**src/design/affine3d_inlier_scoring_macros.svh**
```systemverilog
// Assertion macros for the affine 3-D inlier scoring block.
// Depends on nothing; the macros expect aclk and aresetn in the scope of use.
`ifndef AFFINE3D_INLIER_SCORING_MACROS_SVH
`define AFFINE3D_INLIER_SCORING_MACROS_SVH

// Same-cycle implication, checked outside reset
`define AF3D_ASSERT_IMPLIES(label, cond, prop, msg) \
    label: assert property (@(posedge aclk) disable iff (!aresetn) (cond) |-> (prop)) \
        else $error(msg);

// Next-cycle implication, checked outside reset
`define AF3D_ASSERT_NEXT(label, cond, prop, msg) \
    label: assert property (@(posedge aclk) disable iff (!aresetn) (cond) |=> (prop)) \
        else $error(msg);

`endif

```
**src/design/af3d_pkg.sv**
```systemverilog
// Package for the affine 3-D inlier scoring block: widths, codes, sequencer types
// and the per-step schedule of the shared multiplier. Depends on nothing.
package af3d_pkg;

    localparam int MAX_POINTS    = 65536;
    localparam int CNT_W         = 17;
    localparam int COUNT_MAX     = (1 << CNT_W) - 1;
    localparam int COUNT_CAP_INT = (MAX_POINTS < COUNT_MAX) ? MAX_POINTS : COUNT_MAX;
    localparam logic [CNT_W-1:0] COUNT_CAP = CNT_W'(COUNT_CAP_INT);

    localparam int COEF_COUNT = 12;
    localparam int COEF_IDX_W = 4;
    localparam int Q_W        = 32;
    localparam int FRAC_W     = 16;
    localparam int RES_W      = 64;
    localparam int OPND_W     = Q_W + 1;
    localparam int PROD_W     = 2 * OPND_W;
    localparam int ACC_W      = PROD_W + 1;
    localparam int COMP_W     = ACC_W - FRAC_W;
    localparam int MAG_W      = COMP_W + 1;
    localparam int IN_DATA_W  = 232;
    localparam int OUT_DATA_W = 88;

    localparam logic OP_LOAD  = 1'b0;
    localparam logic OP_SCORE = 1'b1;

    localparam logic [Q_W-1:0] DIST_RESET = 32'd196608;

    localparam int STEP_W = 4;
    localparam logic [STEP_W-1:0] STEP_LAST = 4'd15;

    typedef enum logic [1:0] {
        ST_IDLE,
        ST_RUN,
        ST_FINISH
    } state_t;

    typedef enum logic [1:0] {
        MUL_NONE,
        MUL_LIM,
        MUL_PROD,
        MUL_SQ
    } mul_op_t;

    typedef struct packed {
        logic [COEF_IDX_W-1:0] rd_addr;
        logic                  base_en;
        logic [1:0]            base_row;
        mul_op_t               mul_op;
        logic [1:0]            mul_row;
        logic [1:0]            mul_k;
    } step_ctl_t;

    // Schedule: coefficient read the step before use; row base (offset minus target)
    // in non-MUL_PROD steps; squares in the first free multiplier slot after each row.
    function automatic step_ctl_t step_decode(input logic [STEP_W-1:0] step);
        step_ctl_t c;
        c = '0;
        unique case (step)
            4'd0: begin
                c.rd_addr = 4'd3;
                c.mul_op  = MUL_LIM;
            end
            4'd1: begin
                c.rd_addr  = 4'd0;
                c.base_en  = 1'b1;
                c.base_row = 2'd0;
            end
            4'd2: begin
                c.rd_addr = 4'd1;
                c.mul_op  = MUL_PROD;
                c.mul_row = 2'd0;
                c.mul_k   = 2'd0;
            end
            4'd3: begin
                c.rd_addr = 4'd2;
                c.mul_op  = MUL_PROD;
                c.mul_row = 2'd0;
                c.mul_k   = 2'd1;
            end
            4'd4: begin
                c.rd_addr = 4'd7;
                c.mul_op  = MUL_PROD;
                c.mul_row = 2'd0;
                c.mul_k   = 2'd2;
            end
            4'd5: begin
                c.rd_addr  = 4'd4;
                c.base_en  = 1'b1;
                c.base_row = 2'd1;
            end
            4'd6: begin
                c.rd_addr = 4'd5;
                c.mul_op  = MUL_PROD;
                c.mul_row = 2'd1;
                c.mul_k   = 2'd0;
            end
            4'd7: begin
                c.rd_addr = 4'd6;
                c.mul_op  = MUL_PROD;
                c.mul_row = 2'd1;
                c.mul_k   = 2'd1;
            end
            4'd8: begin
                c.rd_addr = 4'd11;
                c.mul_op  = MUL_PROD;
                c.mul_row = 2'd1;
                c.mul_k   = 2'd2;
            end
            4'd9: begin
                c.rd_addr  = 4'd8;
                c.base_en  = 1'b1;
                c.base_row = 2'd2;
                c.mul_op   = MUL_SQ;
                c.mul_row  = 2'd0;
            end
            4'd10: begin
                c.rd_addr = 4'd9;
                c.mul_op  = MUL_PROD;
                c.mul_row = 2'd2;
                c.mul_k   = 2'd0;
            end
            4'd11: begin
                c.rd_addr = 4'd10;
                c.mul_op  = MUL_PROD;
                c.mul_row = 2'd2;
                c.mul_k   = 2'd1;
            end
            4'd12: begin
                c.mul_op  = MUL_PROD;
                c.mul_row = 2'd2;
                c.mul_k   = 2'd2;
            end
            4'd13: begin
                c.mul_op  = MUL_SQ;
                c.mul_row = 2'd1;
            end
            4'd14: begin
                c.mul_op  = MUL_SQ;
                c.mul_row = 2'd2;
            end
            default: begin
            end
        endcase
        return c;
    endfunction

endpackage

```
**src/design/affine3d_inlier_scoring.sv**
```systemverilog
// Affine 3-D inlier scoring: applies a 3x4 Q16.16 affine model to point pairs and
// reports the saturated squared residual, an inlier flag and a running count per set.
// Depends on af3d_pkg and affine3d_inlier_scoring_macros.svh.
//
// A load item (tuser = 0) writes one model coefficient and leaves the block ready
// for the next item; a coefficient index past eleven is dropped and gives no result.
// A point item (tuser = 1) gives one result and occupies the block from accept to the
// next possible accept: the accept, 16 sequencer steps and a finish step that stalls
// on a full output. This is set by the single 33x33 multiplier, which serves thirteen
// multiplications per point (nine model products, three component squares and the
// squared distance limit), and by the one-port coefficient memory that feeds it one
// entry a cycle. Each residual component is formed exactly, floored to Q16.16 and
// squared; a component of magnitude 2^32 or more, or an overflowing sum, gives a
// residual of all ones, which never counts as an inlier. The inlier count saturates
// at 65536, is reported with the item marked tlast and then cleared. The result
// waits in an output register, so the next item is taken while it is not yet drained.
// Coefficients must be loaded before scoring; they have no reset value.
`include "affine3d_inlier_scoring_macros.svh"

module affine3d_inlier_scoring (
    input  logic                              aclk,
    input  logic                              aresetn,
    // configuration: inlier distance limit, unsigned Q16.16
    input  logic                              cfg_we,
    input  logic [af3d_pkg::Q_W-1:0]          cfg_wdata,
    // input channel
    input  logic                              s_tvalid,
    output logic                              s_tready,
    // coef_index[3:0], coef_value[35:4], src_x[67:36], src_y[99:68],
    // src_z[131:100], dst_x[163:132], dst_y[195:164], dst_z[227:196], zeros above
    input  logic [af3d_pkg::IN_DATA_W-1:0]    s_tdata,
    input  logic                              s_tuser,   // op
    input  logic                              s_tlast,   // last_point
    // result channel
    output logic                              m_tvalid,
    input  logic                              m_tready,
    // residual_sq[63:0], inlier_total[80:64], zeros above
    output logic [af3d_pkg::OUT_DATA_W-1:0]   m_tdata,
    output logic                              m_tuser,   // is_inlier
    output logic                              m_tlast    // set_done
);
    import af3d_pkg::*;

    // Control registers
    state_t              state_reg, state_next;
    logic [STEP_W-1:0]   step_reg, step_next;
    mul_op_t             mul_op_d_reg, mul_op_d_next;
    logic [CNT_W-1:0]    count_reg, count_next;
    logic                m_tvalid_reg, m_tvalid_next;
    logic [Q_W-1:0]      dist_reg, dist_next;

    // Datapath registers
    logic [Q_W-1:0]           coef_mem [0:COEF_COUNT-1];
    logic [Q_W-1:0]           coef_rd_reg;
    logic [Q_W-1:0]           src_x_reg, src_y_reg, src_z_reg;
    logic [Q_W-1:0]           dst_x_reg, dst_y_reg, dst_z_reg;
    logic                     last_reg;
    logic signed [PROD_W-1:0] prod_reg;
    logic [1:0]               mul_row_d_reg;
    logic [1:0]               mul_k_d_reg;
    logic [ACC_W-1:0]         base_reg, acc_reg;
    logic [Q_W-1:0]           mag_reg [0:2];
    logic                     big_reg [0:2];
    logic [RES_W-1:0]         res_reg, res_next;
    logic [RES_W-1:0]         lim_reg;
    logic [RES_W-1:0]         out_res_reg;
    logic [CNT_W-1:0]         out_total_reg;
    logic                     out_inlier_reg;
    logic                     out_last_reg;

    // Combinational
    step_ctl_t                ctl;
    logic                     run;
    logic                     accept;
    logic                     out_load;
    logic [COEF_IDX_W-1:0]    in_coef_index;
    logic [Q_W-1:0]           in_coef_value;
    logic signed [OPND_W-1:0] mul_a, mul_b;
    logic signed [PROD_W-1:0] prod_next;
    logic [Q_W-1:0]           src_sel, dst_sel, sq_opnd;
    logic signed [OPND_W-1:0] base_diff;
    logic [ACC_W-1:0]         base_next;
    logic [ACC_W-1:0]         prod_ext;
    logic [ACC_W-1:0]         acc_next;
    logic [COMP_W-1:0]        comp_floor;
    logic [MAG_W-1:0]         comp_sext, comp_mag;
    logic                     comp_big;
    logic [RES_W:0]           sq_sum;
    logic                     sq_big;
    logic                     is_inlier;
    logic [CNT_W-1:0]         count_inc;

    assign in_coef_index = s_tdata[3:0];
    assign in_coef_value = s_tdata[35:4];

    assign run      = (state_reg == ST_RUN);
    assign s_tready = (state_reg == ST_IDLE);
    assign accept   = s_tvalid && s_tready;
    assign out_load = (state_reg == ST_FINISH) && (!m_tvalid_reg || m_tready);
    assign ctl      = step_decode(step_reg);

    // ---------------------------------------------------------------
    // Sequencer and result handshake
    // ---------------------------------------------------------------
    assign is_inlier = (res_reg <= lim_reg);
    assign count_inc = (is_inlier && (count_reg < COUNT_CAP)) ? count_reg + 1'b1 : count_reg;

    always_comb begin
        state_next    = state_reg;
        step_next     = step_reg;
        count_next    = count_reg;
        dist_next     = cfg_we ? cfg_wdata : dist_reg;
        mul_op_d_next = run ? ctl.mul_op : MUL_NONE;
        m_tvalid_next = (m_tvalid_reg && !m_tready) || out_load;
        unique case (state_reg)
            ST_IDLE: begin
                step_next = '0;
                // load items finish here; a point item starts the sequencer
                if (accept && (s_tuser == OP_SCORE)) begin
                    state_next = ST_RUN;
                end
            end
            ST_RUN: begin
                step_next = step_reg + 1'b1;
                if (step_reg == STEP_LAST) begin
                    state_next = ST_FINISH;
                end
            end
            ST_FINISH: begin
                // hold until the output register is free
                if (out_load) begin
                    state_next = ST_IDLE;
                    count_next = last_reg ? '0 : count_inc;
                end
            end
            default: begin
                state_next = ST_IDLE;
            end
        endcase
    end

    always_ff @(posedge aclk) begin
        if (!aresetn) begin
            state_reg    <= ST_IDLE;
            step_reg     <= '0;
            mul_op_d_reg <= MUL_NONE;
            count_reg    <= '0;
            m_tvalid_reg <= 1'b0;
            dist_reg     <= DIST_RESET;
        end else begin
            state_reg    <= state_next;
            step_reg     <= step_next;
            mul_op_d_reg <= mul_op_d_next;
            count_reg    <= count_next;
            m_tvalid_reg <= m_tvalid_next;
            dist_reg     <= dist_next;
        end
    end

    // ---------------------------------------------------------------
    // Coefficient memory: one write port (load items), one registered read
    // ---------------------------------------------------------------
    always_ff @(posedge aclk) begin
        if (accept && (s_tuser == OP_LOAD) && (in_coef_index < COEF_IDX_W'(COEF_COUNT))) begin
            coef_mem[in_coef_index] <= in_coef_value;
        end
        coef_rd_reg <= coef_mem[ctl.rd_addr];
    end

    // ---------------------------------------------------------------
    // Shared multiplier: operand select, product register
    // ---------------------------------------------------------------
    always_comb begin
        case (ctl.mul_k)
            2'd0:    src_sel = src_x_reg;
            2'd1:    src_sel = src_y_reg;
            default: src_sel = src_z_reg;
        endcase
        case (ctl.mul_row)
            2'd0:    sq_opnd = mag_reg[0];
            2'd1:    sq_opnd = mag_reg[1];
            default: sq_opnd = mag_reg[2];
        endcase
        case (ctl.base_row)
            2'd0:    dst_sel = dst_x_reg;
            2'd1:    dst_sel = dst_y_reg;
            default: dst_sel = dst_z_reg;
        endcase
    end

    always_comb begin
        unique case (ctl.mul_op)
            MUL_LIM: begin
                mul_a = $signed({1'b0, dist_reg});
                mul_b = $signed({1'b0, dist_reg});
            end
            MUL_PROD: begin
                mul_a = $signed({coef_rd_reg[Q_W-1], coef_rd_reg});
                mul_b = $signed({src_sel[Q_W-1], src_sel});
            end
            MUL_SQ: begin
                mul_a = $signed({1'b0, sq_opnd});
                mul_b = $signed({1'b0, sq_opnd});
            end
            default: begin
                mul_a = '0;
                mul_b = '0;
            end
        endcase
    end

    assign prod_next = mul_a * mul_b;

    // Row base: (offset coefficient - target) scaled to Q32.32
    assign base_diff = $signed({coef_rd_reg[Q_W-1], coef_rd_reg}) -
                       $signed({dst_sel[Q_W-1], dst_sel});
    assign base_next = {{(ACC_W - OPND_W - FRAC_W){base_diff[OPND_W-1]}},
                        base_diff, {FRAC_W{1'b0}}};

    // ---------------------------------------------------------------
    // Accumulate stage: row sums, floor to Q16.16, magnitude and range check
    // ---------------------------------------------------------------
    assign prod_ext   = {prod_reg[PROD_W-1], prod_reg};
    assign acc_next   = ((mul_k_d_reg == 2'd0) ? base_reg : acc_reg) + prod_ext;
    assign comp_floor = acc_next[ACC_W-1:FRAC_W];
    assign comp_sext  = {comp_floor[COMP_W-1], comp_floor};
    assign comp_mag   = comp_floor[COMP_W-1] ? (MAG_W'(0) - comp_sext) : comp_sext;
    assign comp_big   = |comp_mag[MAG_W-1:Q_W];

    always_comb begin
        case (mul_row_d_reg)
            2'd0:    sq_big = big_reg[0];
            2'd1:    sq_big = big_reg[1];
            default: sq_big = big_reg[2];
        endcase
    end

    // Saturating sum of squares
    assign sq_sum   = {1'b0, res_reg} + {1'b0, prod_reg[RES_W-1:0]};
    assign res_next = (sq_big || sq_sum[RES_W]) ? {RES_W{1'b1}} : sq_sum[RES_W-1:0];

    always_ff @(posedge aclk) begin
        // capture the point on accept; clear the sum for the new item
        if (accept && (s_tuser == OP_SCORE)) begin
            src_x_reg <= s_tdata[67:36];
            src_y_reg <= s_tdata[99:68];
            src_z_reg <= s_tdata[131:100];
            dst_x_reg <= s_tdata[163:132];
            dst_y_reg <= s_tdata[195:164];
            dst_z_reg <= s_tdata[227:196];
            last_reg  <= s_tlast;
        end

        prod_reg      <= prod_next;
        mul_row_d_reg <= ctl.mul_row;
        mul_k_d_reg   <= ctl.mul_k;

        if (run && ctl.base_en) begin
            base_reg <= base_next;
        end

        if (accept) begin
            res_reg <= '0;
        end else begin
            unique case (mul_op_d_reg)
                MUL_LIM: begin
                    lim_reg <= prod_reg[RES_W-1:0];
                end
                MUL_PROD: begin
                    acc_reg <= acc_next;
                    // third product closes the row
                    if (mul_k_d_reg == 2'd2) begin
                        case (mul_row_d_reg)
                            2'd0: begin
                                mag_reg[0] <= comp_mag[Q_W-1:0];
                                big_reg[0] <= comp_big;
                            end
                            2'd1: begin
                                mag_reg[1] <= comp_mag[Q_W-1:0];
                                big_reg[1] <= comp_big;
                            end
                            default: begin
                                mag_reg[2] <= comp_mag[Q_W-1:0];
                                big_reg[2] <= comp_big;
                            end
                        endcase
                    end
                end
                MUL_SQ: begin
                    res_reg <= res_next;
                end
                default: begin
                end
            endcase
        end

        // output register: load the finished result
        if (out_load) begin
            out_res_reg    <= res_reg;
            out_inlier_reg <= is_inlier;
            out_total_reg  <= count_inc;
            out_last_reg   <= last_reg;
        end
    end

    assign m_tvalid = m_tvalid_reg;
    assign m_tdata  = {{(OUT_DATA_W - RES_W - CNT_W){1'b0}}, out_total_reg, out_res_reg};
    assign m_tuser  = out_inlier_reg;
    assign m_tlast  = out_last_reg;

    // ---------------------------------------------------------------
    // Assertions
    // ---------------------------------------------------------------
    `AF3D_ASSERT_IMPLIES(a_count_cap, 1'b1, count_reg <= COUNT_CAP, "inlier count past its cap")
    `AF3D_ASSERT_NEXT(a_score_starts, accept && (s_tuser == OP_SCORE), state_reg == ST_RUN, "point item did not start the sequencer")
    `AF3D_ASSERT_IMPLIES(a_result_origin, $rose(m_tvalid_reg), $past(state_reg) == ST_FINISH, "result appeared outside the finish step")
    `AF3D_ASSERT_IMPLIES(a_sat_not_inlier, m_tvalid_reg && out_inlier_reg, out_res_reg != {RES_W{1'b1}}, "saturated residual flagged as inlier")

endmodule

```
**config.mk**
```make
export PLATFORM = sky130hd
export DESIGN_NAME = affine3d_inlier_scoring
export DESIGN_NICKNAME = d
export VERILOG_FILES = /design/src/design/af3d_pkg.sv /design/src/design/affine3d_inlier_scoring.sv
export VERILOG_INCLUDE_DIRS = /design/src /design/src/design
export SDC_FILE = /design/constraint.sdc
export NUM_CORES = 2
export LEC_CHECK = 0
export BUFFER_PORTS_ARGS = -buffer_cell sky130_fd_sc_hd__buf_4
export CORE_MARGIN = 3
export CORE_UTILIZATION = 31
export DETAILED_ROUTE_END_ITERATION = 7
export PLACE_DENSITY = 0.45
export SLEW_MARGIN = 20
export SYNTH_ARGS = -nofsm -noshare
export SYNTH_HDL_FRONTEND = slang
export SYNTH_SLANG_ARGS = --single-unit
```
**constraint.sdc**
```tcl
create_clock -name aclk -period 18.8 [get_ports aclk]
set_clock_uncertainty 0.2 [all_clocks]
set_input_delay 2.82 -clock aclk [delete_from_list [all_inputs] [get_ports aclk]]
set_output_delay 2.82 -clock aclk [all_outputs]
set_load 0.1 [all_outputs]
```
# Word level (Yosys, flattened, before mapping)
# Memories as Yosys holds them, arrays and structs flattened. A register that Yosys moved wholly into a read port is not among the register bits.
# Index checks and enable logic that the tools add are counted.
# totals
ram_bits	483
in_bits	271
n_memories	3
elab_cells	158
register_bits	632
# mem_list
name	depth	word_bits	rd	rd_clocked_by_memory_dff	write_ports	line_no	rtl
coef_mem	12	32	1	1	1	affine3d_inlier_scoring.sv:53	logic [Q_W-1:0] coef_mem [0:COEF_COUNT-1];
mag_reg	3	32	3	0	1	affine3d_inlier_scoring.sv:62	logic [Q_W-1:0] mag_reg [0:2];
big_reg	3	1	3	0	1	affine3d_inlier_scoring.sv:63	logic big_reg [0:2];
# classes
eq_ne	31
addsub	6
mul	1
n_bitwise	2
n_mux	50
magnitude_cmp	3
n_reduce_logical	38
# ops
cell	n
33-bit one-hot mux with 3 select lines	2
32-bit one-hot mux with 2 select lines	3
67-bit adder	1
67-bit 2-to-1 mux	1
33-bit by 33-bit multiplier with 66-bit output	1
64-bit by 64-bit adder with 65-bit output	1
64-bit less-or-equal comparator	1
32-bit 2-to-1 mux	2
64-bit 2-to-1 mux	1
32-bit OR reduction	2
52-bit 2-to-1 mux	1
1-bit by 51-bit subtractor with 52-bit output, first input constant	1
4-bit one-hot mux with 11 select lines	1
17-bit 2-to-1 mux	2
32-bit by 32-bit subtractor with 33-bit output	1
4-bit == test, second input constant	8
1-bit 2-to-1 mux	23
20-bit OR reduction	1
17-bit by 1-bit adder with 17-bit output, second input constant	1
17-bit less-than comparator, second input constant	1
4-bit by 3-bit == test with 1-bit output, second input constant	4
2-bit by 1-bit == test with 1-bit output, second input constant	7
2-bit 2-to-1 mux	7
2-bit == test, second input constant	6
other kinds (25)	52

# Longest topological paths before layout
# logic_depth
ltp_word	9
depth_mapped	46
ltp_nobuf	43

# Worst setup path before layout
# Ideal clock, no wire load.
# synth_path
path_type	reg-to-reg
from	register step_reg[0]
to	register prod_reg[64]
arrival_time_ps	10674
path_stages_with_launch	43
required_ps	18527
path_slack_ps	7853
cell_sequence	dfxtp_1 -> ha_1 -> clkbuf_1 -> mux2_2 -> nand2_1 -> o21ai_1 -> clkbuf_1 -> clkbuf_1 -> mux2i_1 -> o21ai_0 -> a22oi_1 -> o21ai_1 -> clkbuf_1 -> nand2_1 -> fa_1 -> fa_1 -> inv_1 -> fa_1 -> [7 not listed] -> fa_1 -> inv_1 -> ha_1 -> a21o_1 -> a21o_1 -> a21oi_1 -> o21a_1 -> o21ai_0 -> a21oi_1 -> a21oi_1 -> o21ai_0 -> a21oi_1 -> o221ai_1 -> o41ai_1 -> o31ai_1 -> o311ai_0 -> a311oi_1 -> xnor2_1
# synth_lines
item	line_no	rtl
start, declared	affine3d_inlier_scoring.sv:46	logic [STEP_W-1:0] step_reg, step_next;
start signal, assigned	affine3d_inlier_scoring.sv:152	step_reg <= step_next;
end signal, assigned	affine3d_inlier_scoring.sv:254	prod_reg <= prod_next;
end, declared	affine3d_inlier_scoring.sv:58	logic signed [PROD_W-1:0] prod_reg;

# Final worst setup path
# layout_path
from	register step_reg[3]
to	register prod_reg[64]
# layout_between
elab_chain_len	7
# layout_lines
item	line_no	rtl
4-bit == test, or another cell as far along	af3d_pkg.sv:59	unique case (step)
4-bit OR reduction (no line) / 3-bit OR reduction (equally long branches)	n/a	
2-bit one-hot mux with 2 select lines	af3d_pkg.sv:59	
2-bit by 1-bit == test with 1-bit output, or another cell as far along	affine3d_inlier_scoring.sv:179	case (ctl.mul_row)
32-bit one-hot mux with 2 select lines (on tied branches)	affine3d_inlier_scoring.sv:179, affine3d_inlier_scoring.sv:174	
33-bit one-hot mux with 3 select lines	affine3d_inlier_scoring.sv:192	unique case (ctl.mul_op)
33-bit by 33-bit multiplier with 66-bit output (*)	affine3d_inlier_scoring.sv:212	assign prod_next = mul_a * mul_b;
named net prod_next[64]	affine3d_inlier_scoring.sv:79	logic signed [PROD_W-1:0] prod_next;
# The timed path passes the listed nets; every way through them passes the cells marked *.
# A chain may end at the register's enable or synchronous reset.

==> impl_metrics.env <==
export IMPL_synth_cells=8795
export IMPL_grt_max_degree=76
export IMPL_cts_resized=0
export IMPL_cts_clk_slew_worst_paths_ns=0.06
export IMPL_design_core_area_sq_um=292000
export IMPL_path_common_cell="fa_1"
export IMPL_setup_viol=0
export IMPL_post_synth_cell_area_avg_sq_um=10.4
export IMPL_overflow=0
export IMPL_cpPeakStageDelay_ns=0.77
export IMPL_tns_ns=0
export IMPL_grt_pass1_vias=68300
export IMPL_p_leak_nw=45.0
export IMPL_worst_ep_required_time_ns=19.26
export IMPL_fmax_ghz=0.0696
export IMPL_largest_register_ffs=384
export IMPL_clk_latency_ns=0.86
export IMPL_die_w_microns=549
export IMPL_min_from="count_reg[10]$_SDFFE_PN0P_"
export IMPL_tightest_slew_ns=1.24
export IMPL_drtIter0Drc=5396
export IMPL_die_h_microns=549
export IMPL_path_max_fanout=75
export IMPL_path_class="flip-flop to flip-flop"
export IMPL_fin_crit_sh=0.764
export IMPL_grt_total_usage=0.218
export IMPL_cts_hold_buf=0
export IMPL_async_flop_share=0
export IMPL_p_total_w=0.0101
export IMPL_seq_area_frac_synth=0.353
export IMPL_cp_slowest_cell="o41ai_1"
export IMPL_p_per_area_nw_per_um2=97.9
export IMPL_drv_cap=0
export IMPL_cts_tree="built"
export IMPL_worst_ep_arrival_time_ns=14.83
export IMPL_fin_crit_ns=14.37
export IMPL_start_kind="flip-flop"
export IMPL_gp_congestion=0.970
export IMPL_multiInputGateArea_sq_um=53200
export IMPL_num_vias=67100
export IMPL_synth_cell_types=99
export IMPL_ys_top_cells_by_area="edfxtp_1 30%, fa_1 25%, ha_1 6.2%, inv_1 5.2%, dfxtp_1 4.9%"
export IMPL_drc=0
export IMPL_seq_area_sq_um=32200
export IMPL_cts_setup_buffers=0
export IMPL_hold_violations=0
export IMPL_r2r_start="step_reg[3]$_SDFFE_PN0P_"
export IMPL_ys_ff_latch=1147
export IMPL_clockBufferDepth=4
export IMPL_synth_top_cell_by_area="edfxtp_1"
export IMPL_wl_per_cell_microns=25.4
export IMPL_ys_warn_count=0
export IMPL_drt_first_pass_iters=6
export IMPL_rsz0062_at_grt="false"
export IMPL_detailed_place_hpwl_mm=253
export IMPL_wirelength_mm=333
export IMPL_cts_made_buffers=143
export IMPL_vias_per_cell=5.12
export IMPL_nets=10900
export IMPL_slew_headroom=0.175
export IMPL_htreeDepth=4
export IMPL_grt_pass1_wl_mm=480
export IMPL_hold_class="flip-flop to flip-flop"
export IMPL_synthToLayoutAreaGrowth_pct=13.4
export IMPL_cp_end_kind="flip-flop"
export IMPL_peakVddDrop_uv=67.5
export IMPL_io_buffers=351
export IMPL_synth_area_sq_um=91300
export IMPL_start_util=0.313
export IMPL_maxSlewViolCount=0
export IMPL_cts_root_buf="clkbuf_16"
export IMPL_core_rowCount=198
export IMPL_cts_sinks=1147
export IMPL_ios=363
export IMPL_num_fill_cells=29300
export IMPL_synth_edf_count=923
export IMPL_antenna_found_initial=31
export IMPL_status="finished clean"
export IMPL_ys_dominant_reg_cell="edfxtp_1"
export IMPL_synth_top_cell_area_share=0.303
export IMPL_dieArea_sq_um=301000
export IMPL_crit_start="step_reg[3]$_SDFFE_PN0P_"
export IMPL_ant_nets=0
export IMPL_drive_gt1_frac=0.0991
[power by group]
group          leakage [nW]  switching (W)  internal [W]  total [W]
logic                  32.5        0.00277       0.00155    0.00432
clock network          2.19        0.00109       0.00156    0.00265
registers              10.3       0.000173       0.00299    0.00316
total                  45.0        0.00404       0.00610     0.0101
[path summary, 6_finish.rpt]
kind                                     end  depth (start not counted)  slack [ns]
hold reg to reg   count_reg[10]$_SDFFE_PN0P_                          2        0.29
setup / recovery        prod_reg[64]$_DFF_P_                         39        4.43
setup reg to reg        prod_reg[64]$_DFF_P_                         39        4.43
hold / removal    count_reg[10]$_SDFFE_PN0P_                          2        0.29
[per-layer routing]
metal | global-route usage | routed length (microns) | vias up | share of wire
li1 | - | - | 29800 | -
met1 | 0.307 | 149000 | 34200 | 0.45
met5 | 0 | 83 | - | 0.00025
met3 | 0.0465 | 25700 | 545 | 0.077
met4 | 0.0779 | 13300 | 12 | 0.040
met2 | 0.332 | 145000 | 2519 | 0.44
[placed cells by master (no fill, tap or decap), types with 27 or more instances in the layout]
master / Yosys / routed
a211oi_1: 41 / 39
a21o_1: 169 / 169
a21oi_1: 397 / 377
a22o_1: 49 / 49
a22oi_1: 28 / 28
a31oi_1: 77 / 77
and2_1: 90 / 87
and3_1: 58 / 57
buf_4: 13 / 524
clkbuf_1: 339 / 29
clkbuf_16: 0 / 145
clkinv_2: 0 / 29
dfxtp_1: 224 / 222
edfxtp_1: 923 / 923
fa_1: 1148 / 1148
ha_1: 449 / 449
inv_1: 1277 / 1276
mux2_2: 36 / 36
mux2i_1: 101 / 101
nand2_1: 1117 / 1113
nand2b_1: 56 / 56
nand3_1: 99 / 99
nand4_1: 50 / 50
nor2_1: 669 / 646
nor2b_1: 105 / 105
nor3_1: 65 / 60
o211ai_1: 54 / 54
o21a_1: 46 / 44
o21ai_0: 370 / 353
o21bai_1: 40 / 40
o221ai_1: 33 / 33
o22ai_1: 62 / 62
o31ai_1: 32 / 32
or3_1: 27 / 27
xnor2_1: 167 / 167
xor2_1: 74 / 74
[kinds of logic after synthesis]
family / Yosys count / share of synthesized area
mux: 137 / 0.0155
xor+xnor: 241 / 0.0231
buf+inv: 1675 / 0.0696
simple gates: 2448 / 0.119
other cells: 1 / 0.0000411
fa+ha+maj: 1597 / 0.313
flops: 1147 / 0.353
compound gates: 1549 / 0.107
[synthesized netlist by cell type (all sizes together) (50+ instances only)]
| cell type | number |
|---|---|
| fa | 1148 |
| nand2b | 56 |
| nand4 | 50 |
| a31oi | 77 |
| nor2 | 669 |
| o22ai | 62 |
| nor3 | 65 |
| xnor2 | 167 |
| buf | 55 |
| mux2i | 101 |
| o21ai | 396 |
| nor2b | 105 |
| and3 | 58 |
| a21oi | 399 |
| clkbuf | 339 |
| o211ai | 54 |
| xor2 | 74 |
| inv | 1278 |
| edfxtp | 923 |
| a21o | 169 |
| nand2 | 1117 |
| nand3 | 99 |
| ha | 449 |
| and2 | 93 |
| dfxtp | 224 |
[per-stage QoR]
stage	worst slack (ns)	util	instance area, sq um	hold WS [ns]	cells
finish	4.43	0.354	104000	0.287	13100
global route	3.89	0.354	104000	0.297	13100
CTS	4.55	0.354	103000	0.275	13100
detailed placement	4.67	0.339	99000	0.268	12800
global placement	4.70	0.339	99000	0.253	12800
floorplan	7.85	-	91400	0.224	8801
[area by class of cell]
type / count / area share
Inverter: 1281 / 0.0465
Tap cell: 3900 / 0.0471
Clock buffer: 186 / 0.0377
Clock inverter: 64 / 0.00534
Multi-Input combinational cell: 5979 / 0.514
Sequential cell: 1147 / 0.311
Antenna cell: 14 / 0.000338
Timing Repair Buffer: 524 / 0.0380
[critical path, delay by kind of cell (launching register included)]
kind                     cells  cell delay, ns
AO/OA/AOI/OAI               11            4.04
XOR/XNOR                     1            0.18
adder cells (fa/ha/maj)      9            4.46
buffers and inverters        9            1.73
flip-flops                   1            0.31
AND/OR/NAND/NOR              9            3.20
No activity file was read; power rests on OpenSTA's default activity.
